File: src/rtl/core/tbls_pkg.sv
`timescale 1ns / 1ps
// ----------------------------------------------------------------------------
// tbls_pkg: shared types and constants for the tiled line stepper
// Opcodes, tile geometry and the decoded direction set passed between the
// top level and the position update logic.
// ----------------------------------------------------------------------------
package tbls_pkg;

    // Opcode of an input word
    localparam logic OP_LOAD = 1'b0;
    localparam logic OP_STEP = 1'b1;

    // Tile geometry: 8 bytes per tile, 256 bytes per tile row
    localparam logic [15:0] TILE_STEP     = 16'd8;
    localparam logic [15:0] TILE_ROW_SKIP = 16'd256 - 16'd8;
    localparam logic [7:0]  LEFT_BIT      = 8'd128;
    localparam logic [7:0]  RIGHT_BIT     = 8'd1;
    localparam logic [2:0]  ROW_BITS      = 3'd7;

    // Direction of one axis, taken from the sign of a two-bit move
    typedef enum logic [1:0] {
        MOVE_NONE = 2'd0,
        MOVE_POS  = 2'd1,
        MOVE_NEG  = 2'd2
    } t_move_kind;

    // Horizontal and vertical direction applied in one step
    typedef struct packed {
        t_move_kind x;
        t_move_kind y;
    } t_move_set;

    // Decode a two-bit signed move: zero none, top bit set negative
    function automatic t_move_kind move_kind(input logic [1:0] bits);
        t_move_kind kind;
        if (bits == 2'b00) begin
            kind = MOVE_NONE;
        end else if (bits[1]) begin
            kind = MOVE_NEG;
        end else begin
            kind = MOVE_POS;
        end
        return kind;
    endfunction

endpackage

File: src/rtl/core/tbls_move.sv
`timescale 1ns / 1ps
// ----------------------------------------------------------------------------
// tbls_move: pixel position update
// Moves the bit mask and byte address by one pixel horizontally and then
// vertically, wrapping across tile and tile-row boundaries.
// ----------------------------------------------------------------------------
module tbls_move (
    input  logic [15:0]        i_address,
    input  logic [7:0]         i_mask,
    input  tbls_pkg::t_move_set i_move,
    output logic [15:0]        o_address,
    output logic [7:0]         o_mask
);

    logic [15:0] x_address;
    logic [7:0]  shifted;
    logic [15:0] y_address;

    // Horizontal: shift the mask, cross into the neighbouring tile on empty
    always_comb begin
        x_address = i_address;
        o_mask    = i_mask;
        shifted   = i_mask;
        unique case (i_move.x)
            tbls_pkg::MOVE_POS: begin
                shifted = i_mask >> 1;
                if (shifted == 8'd0) begin
                    x_address = i_address + tbls_pkg::TILE_STEP;
                    o_mask    = tbls_pkg::LEFT_BIT;
                end else begin
                    o_mask = shifted;
                end
            end
            tbls_pkg::MOVE_NEG: begin
                shifted = i_mask << 1;
                if (shifted == 8'd0) begin
                    x_address = i_address - tbls_pkg::TILE_STEP;
                    o_mask    = tbls_pkg::RIGHT_BIT;
                end else begin
                    o_mask = shifted;
                end
            end
            default: begin
                o_mask = i_mask;
            end
        endcase
    end

    // Vertical: step one byte row, skip to the adjacent tile row on wrap
    always_comb begin
        y_address = x_address;
        o_address = x_address;
        unique case (i_move.y)
            tbls_pkg::MOVE_POS: begin
                y_address = x_address + 16'd1;
                if (y_address[2:0] == 3'd0) begin
                    o_address = y_address + tbls_pkg::TILE_ROW_SKIP;
                end else begin
                    o_address = y_address;
                end
            end
            tbls_pkg::MOVE_NEG: begin
                y_address = x_address - 16'd1;
                if (y_address[2:0] == tbls_pkg::ROW_BITS) begin
                    o_address = y_address - tbls_pkg::TILE_ROW_SKIP;
                end else begin
                    o_address = y_address;
                end
            end
            default: begin
                o_address = x_address;
            end
        endcase
    end

endmodule

File: src/rtl/core/tiled_bresenham_line_stepper_unit.sv
`timescale 1ns / 1ps
// ----------------------------------------------------------------------------
// tiled_bresenham_line_stepper_unit: pixel stepper for a prepared line
// Loads a line set up outside and emits one byte address and OR mask per
// step word on a bitmap of 8x8 tiles.
// ----------------------------------------------------------------------------
// One input word is taken every clock and its pixel, if any, appears in the
// output register on the next clock, so a line of N pixels streams out at one
// pixel per cycle. The pace is set by the single path from the line state
// through the decision add and the tile wrap logic into the state and result
// registers. Input is stalled only while a result is held and the output side
// is stalling. A load word gives no result and replaces any line in progress;
// a step word with no active line is dropped.
module tiled_bresenham_line_stepper_unit (
    input  logic               i_clk,
    input  logic               i_rst_n,
    // input words
    input  logic               i_valid,
    output logic               o_stall,
    input  logic               i_opcode,
    input  logic [15:0]        i_start_address,
    input  logic [7:0]         i_start_mask,
    input  logic [15:0]        i_pixel_count,
    input  logic signed [15:0] i_error_start,
    input  logic signed [15:0] i_inc_when_negative,
    input  logic signed [15:0] i_inc_when_nonnegative,
    input  logic signed [1:0]  i_x_move_negative,
    input  logic signed [1:0]  i_y_move_negative,
    input  logic signed [1:0]  i_x_move_nonnegative,
    input  logic signed [1:0]  i_y_move_nonnegative,
    // result words
    output logic               o_valid,
    input  logic               i_stall,
    output logic [15:0]        o_write_address,
    output logic [7:0]         o_or_mask,
    output logic               o_last_pixel
);

    // Line state
    logic [15:0] r_cur_address;
    logic [7:0]  r_cur_mask;
    logic [15:0] r_decision;
    logic [15:0] r_pixels_left;
    logic [15:0] r_step_neg;
    logic [15:0] r_step_nonneg;
    logic [7:0]  r_moves;

    // Result register
    logic        r_out_valid;
    logic [15:0] r_out_address;
    logic [7:0]  r_out_mask;
    logic        r_out_last;

    logic                accept;
    logic                emit;
    logic                negative;
    tbls_pkg::t_move_set move_sel;
    logic [15:0]         n_address;
    logic [7:0]          n_mask;
    logic [15:0]         n_decision;

    // Hold input only while a result waits on a stalled output
    assign o_stall = r_out_valid & i_stall;
    assign accept  = i_valid & ~o_stall;
    assign emit    = accept & (i_opcode == tbls_pkg::OP_STEP) & (r_pixels_left != 16'd0);

    // Pick the increment and direction pair by the decision sign
    assign negative = r_decision[15];
    always_comb begin
        if (negative) begin
            n_decision = r_decision + r_step_neg;
            move_sel.x = tbls_pkg::move_kind(r_moves[1:0]);
            move_sel.y = tbls_pkg::move_kind(r_moves[3:2]);
        end else begin
            n_decision = r_decision + r_step_nonneg;
            move_sel.x = tbls_pkg::move_kind(r_moves[5:4]);
            move_sel.y = tbls_pkg::move_kind(r_moves[7:6]);
        end
    end

    tbls_move u_move (
        .i_address (r_cur_address),
        .i_mask    (r_cur_mask),
        .i_move    (move_sel),
        .o_address (n_address),
        .o_mask    (n_mask)
    );

    // Load a new line or advance the current one
    always_ff @(posedge i_clk) begin
        if (!i_rst_n) begin
            r_cur_address <= 16'd0;
            r_cur_mask    <= tbls_pkg::LEFT_BIT;
            r_decision    <= 16'd0;
            r_pixels_left <= 16'd0;
            r_step_neg    <= 16'd0;
            r_step_nonneg <= 16'd0;
            r_moves       <= 8'd0;
        end else if (accept && i_opcode == tbls_pkg::OP_LOAD) begin
            r_cur_address <= i_start_address;
            r_cur_mask    <= (i_start_mask == 8'd0) ? tbls_pkg::LEFT_BIT : i_start_mask;
            r_pixels_left <= i_pixel_count;
            r_decision    <= i_error_start;
            r_step_neg    <= i_inc_when_negative;
            r_step_nonneg <= i_inc_when_nonnegative;
            r_moves       <= {i_y_move_nonnegative, i_x_move_nonnegative,
                              i_y_move_negative, i_x_move_negative};
        end else if (emit) begin
            r_cur_address <= n_address;
            r_cur_mask    <= n_mask;
            r_decision    <= n_decision;
            r_pixels_left <= r_pixels_left - 16'd1;
        end
    end

    // Result valid: set on an emitted pixel, clear once taken
    always_ff @(posedge i_clk) begin
        if (!i_rst_n) begin
            r_out_valid <= 1'b0;
        end else if (accept) begin
            r_out_valid <= emit;
        end else if (!i_stall) begin
            r_out_valid <= 1'b0;
        end
    end

    // Result payload
    always_ff @(posedge i_clk) begin
        if (emit) begin
            r_out_address <= r_cur_address;
            r_out_mask    <= r_cur_mask;
            r_out_last    <= (r_pixels_left == 16'd1);
        end
    end

    assign o_valid         = r_out_valid;
    assign o_write_address = r_out_address;
    assign o_or_mask       = r_out_mask;
    assign o_last_pixel    = r_out_last;

endmodule

File: config.mk
export PLATFORM = sky130hd
export DESIGN_NAME = tiled_bresenham_line_stepper_unit
export DESIGN_NICKNAME = d
export VERILOG_FILES = /design/src/rtl/core/tbls_pkg.sv /design/src/rtl/core/tbls_move.sv /design/src/rtl/core/tiled_bresenham_line_stepper_unit.sv
export SDC_FILE = /design/constraint.sdc
export NUM_CORES = 1
export LEC_CHECK = 0
export ABC_AREA = 1
export BUFFER_PORTS_ARGS = -buffer_cell sky130_fd_sc_hd__buf_2
export CORE_UTILIZATION = 55
export DETAILED_ROUTE_END_ITERATION = 16
export GPL_TIMING_DRIVEN = 0
export PLACE_DENSITY = 0.77
export RECOVER_POWER = 100
export SLEW_MARGIN = 20
export SYNTH_ARGS = -nofsm -noshare
export SYNTH_HDL_FRONTEND = slang
export SYNTH_SLANG_ARGS = --single-unit
File: constraint.sdc
create_clock -name i_clk -period 4.95 [get_ports i_clk]
set_input_delay 0 -clock i_clk [delete_from_list [all_inputs] [get_ports i_clk]]
set_output_delay 0 -clock i_clk [all_outputs]
set_load 0.005 [all_outputs]
==> implementation parameters <==
Parameter                              Value

Run status
  Outcome    finished clean

Drt
  Total DRC errors in the routed layout    0
  Via/cell ratio    around 5.7
  Routed wire length    between 30 and 40 mm
  Routed WL per cell    ~17 um
  Number of iterations in the first detailed-routing pass    7
  Count of vias placed by the detailed router    10,210
  Count of antenna-violating nets left after detailed routing    0
  First DRT Iteration DRCs    about 1,200

Clock network
  Number of buffers created by CTS    17
  TritonCTS clock tree    done
  Setup repair bufs after CTS    0
  Clock Sinks    roughly 120
  Clock Latency Late Sink    between 400 and 500 ps
  Root Buffer Master    sky130_fd_sc_hd__clkbuf_16
  H-tree depth    4
  CTS Hold Bufs    just over 90
  Buffer levels on the longest clock path    2
  Number of instances resized during post-cts repair    0
  Clock Pin Slew Worst Setup and Hold Paths    around 60 ps

Worst setup path
  Element type at the critical path start    flop
  CP endpoint kind    flop
  Maximum fanout encountered on the critical timing path    10
  Required time of the worst setup path    between 5000 and 6000 ps
  Category of the most critical setup path    reg -> reg
  Crit path arrival time    between 4000 and 5000 ps

Hold path
  HP Class    in -> reg

Timing
  Setup clock skew after layout    between 10 and 15 ps
  Final setup violation count    0
  Achievable clock frequency    ~240 MHz
  Setup TNS after final layout    0 ps
  Minimum hold slack    ~27 ps
  Total count of hold-check failures in the final report    0
  Slew @ Worst Pin    approximately 1300 ps
  Final min period    between 4000 and 5000 ps
  Max-slew violation count    0
  Period utilization    85.95%
  Unrepaired setup endpoints after global routing    false
  Max transition margin    between 10% and 20%

Floorplan
  Initial standard-cell utilization of the core    between 50% and 60%
  Die span in x    between 100 and 150 um
  Area of the core region    approximately 0.015 mm^2
  Die area    0.01633 mm^2
  Num rows    45
  Ports placed on the boundary    about 130
  Die Y    ~130 um

Pwr
  Worst IR drop on VDD    ~0.28 mV
  Static Leak    about 5 nW
  Power density over cell area    about 340 mW/mm^2

Placed design
  Cell total after placement    roughly 1,700
  Buffers added on ports    between 100 and 150
  Gpl congestion    0.9533
  Placed instance area    0.009600 mm^2
  Detail Placement HPWL    just over 20 mm

Synth
  Netlist Area Pre-Place    0.008701 mm^2
  EDFF count, synth    25
  Share of synthesized flip-flops with an asynchronous set or reset    0%
  Sequential-to-total area share from yosys stat    a little under a third
  Post-synthesis sequential element count    122
  Synth warnings    0
  Syn_nets    between 1,000 and 1,500
  Cell type contributing the most total cell area after synthesis    sky130_fd_sc_hd__dfxtp_1
  Largest cells by area after synthesis    sky130_fd_sc_hd__dfxtp_1, sky130_fd_sc_hd__nand2_1, sky130_fd_sc_hd__edfxtp_1, sky130_fd_sc_hd__o21ai_0, sky130_fd_sc_hd__nor2_1
  Number of unique standard cell types used by synthesis    52
  Cell count after synthesis    1,312
  Mean Syn Cell Area    around 6.6 um^2
  Main synth FF type    sky130_fd_sc_hd__dfxtp_1
  Top-area cell type share of the netlist area    between 20% and 30%

Final layout
  Antenna Cells    0
  Leading cell type in the layout, fill and taps excluded    sky130_fd_sc_hd__nand2_1
  Total Nets Final    1,678
  Non-filler cells, final    between 1,500 and 2,000
  Proportion of layout cells with a drive suffix above 1    16.56%
  Commonest cells after routing, fill and taps aside    sky130_fd_sc_hd__nand2_1, sky130_fd_sc_hd__o21ai_0, sky130_fd_sc_hd__nor2_1
  Filler Cells Inserted    between 1,000 and 1,500
  Post-layout instance area    approximately 0.011 mm^2
  Area growth syn-to-layout    27.70%
  Post-Route Utilization    about 73%

Global route
  Total global routing overflow    0
  Pin count of the biggest net entering global routing    32
  Total routing usage reported by global routing    approximately 37%
  Vias in the first global route    ~9,500
  Initial antenna violation count    0
  First-pass GRT wire length    between 40 and 50 mm

Run
  Count of maximum capacitance violations    0
-- layer usage --
layer	up-vias	global-route usage, %	share of wire [%]	wire (um)
met2	622	61.41	46	13850
li1	4872	-	-	-
met3	144	6.260	8.3	2505
met5	-	0	0	0
met1	4568	45.76	40	11940
met4	0	22.49	6.1	1840
-- Yosys cell counts, types with 2 or more instances --
master,count
sky130_fd_sc_hd__a31o_2,2
sky130_fd_sc_hd__a21oi_2,3
sky130_fd_sc_hd__edfxtp_1,25
sky130_fd_sc_hd__dfxtp_1,97
sky130_fd_sc_hd__buf_4,5
sky130_fd_sc_hd__clkbuf_1,42
sky130_fd_sc_hd__buf_1,5
sky130_fd_sc_hd__nand4_1,22
sky130_fd_sc_hd__inv_2,10
sky130_fd_sc_hd__or2_2,3
sky130_fd_sc_hd__nand3b_1,6
sky130_fd_sc_hd__o221ai_1,3
sky130_fd_sc_hd__a21oi_1,100
sky130_fd_sc_hd__nand3_2,15
sky130_fd_sc_hd__o211ai_1,13
sky130_fd_sc_hd__o21bai_1,2
sky130_fd_sc_hd__xor2_1,8
sky130_fd_sc_hd__xnor2_1,11
sky130_fd_sc_hd__nor2_8,2
sky130_fd_sc_hd__nand3_1,96
sky130_fd_sc_hd__a21boi_0,2
sky130_fd_sc_hd__nor3_1,8
sky130_fd_sc_hd__a211oi_1,8
sky130_fd_sc_hd__a31oi_1,10
sky130_fd_sc_hd__or3_1,2
sky130_fd_sc_hd__nand2_1,284
sky130_fd_sc_hd__o2111ai_1,2
sky130_fd_sc_hd__nor2_4,10
sky130_fd_sc_hd__nor2_2,18
sky130_fd_sc_hd__nor2_1,147
sky130_fd_sc_hd__o21ai_0,145
sky130_fd_sc_hd__nand2_4,6
sky130_fd_sc_hd__inv_1,114
sky130_fd_sc_hd__buf_2,6
sky130_fd_sc_hd__nand2_2,24
sky130_fd_sc_hd__o21ai_2,3
sky130_fd_sc_hd__o21ai_1,6
sky130_fd_sc_hd__clkinv_1,2
sky130_fd_sc_hd__ha_1,25
sky130_fd_sc_hd__a221oi_1,2
sky130_fd_sc_hd__nor4_1,5
sky130_fd_sc_hd__buf_6,3
-- report_power, final --
part | switching [W] | internal, W
clock | 0.000538 | 0.000760
sequential | 0.0000698 | 0.00111
combinational | 0.000849 | 0.000450
total | 0.00146 | 0.00232
-- worst paths after layout --
check	from	endpoint	slack [ps]	depth (start not counted)
worst min register to register	r_cur_address[14]	o_write_address[14]	430	0
worst min-delay path	i_start_address[15]	r_cur_address[15]	30	5
worst max-delay path	r_decision[15]	r_decision[14]	700	21
worst max register to register	r_decision[15]	r_decision[14]	700	21
-- sequential cells by signal (all words and copies together), names as in the netlist --
register and cells:
o_write_address 16, r_cur_address 16, r_decision 16, r_pixels_left 16, r_step_neg 16, r_step_nonneg 16
o_or_mask 8, r_cur_mask 8, r_moves 8, o_last_pixel 1, o_valid 1
-- cells by family (layout without fill, tap and decap cells) --
logic type,Yosys count,count (layout),share of synthesized area [%]
DFF,122,122,30.95
and+or+nand+nor,653,653,35.49
adders and majority gates,26,26,3.825
xor gates and xnor gates,19,19,1.913
buffers and inverters,187,439,8.628
AOI/OAI and AO/OA,305,305,19.20
-- critical path: stages (launching register included) --
cell,delay (ps)
sky130_fd_sc_hd__dfxtp_1,360
sky130_fd_sc_hd__clkbuf_1,400
sky130_fd_sc_hd__clkbuf_1,500
sky130_fd_sc_hd__nand2_1,100
sky130_fd_sc_hd__o21ai_0,100
sky130_fd_sc_hd__ha_1,210
sky130_fd_sc_hd__inv_1,60
sky130_fd_sc_hd__fa_1,410
sky130_fd_sc_hd__nand3b_1,180
sky130_fd_sc_hd__nand2_1,110
sky130_fd_sc_hd__a21boi_0,160
sky130_fd_sc_hd__o21ai_0,310
sky130_fd_sc_hd__a21boi_0,210
sky130_fd_sc_hd__o21ai_0,270
sky130_fd_sc_hd__nand2_1,90
sky130_fd_sc_hd__inv_1,80
sky130_fd_sc_hd__nor2_1,40
sky130_fd_sc_hd__nor2_1,90
sky130_fd_sc_hd__nor2_1,60
sky130_fd_sc_hd__xnor2_1,110
sky130_fd_sc_hd__o21ai_0,170
sky130_fd_sc_hd__a21oi_1,110
-- metrics by stage --
step / power (W) / worst slack [ps]
2_1_floorplan: 0.002077 / 1846
4_1_cts: 0.003738 / 1158
3_3_place_gp: 0.002376 / 1310
3_5_place_dp: 0.002399 / 1214
6_report: 0.003779 / 695.5
5_1_grt: 0.003962 / 287.2
-- cell type report --
type,instances,area [um^2],area share (%)
clock inverter,15,176.4,1.588
sequential,122,2693,24.23
clock buffer,17,425.4,3.829
inverter,126,473.0,4.257
buffer,61,274.0,2.466
multi-input combinational,1003,5254,47.29
tap,211,264.0,2.376
timing repair buffer,220,1551,13.96
No activity file was read; power rests on OpenSTA's default activity.
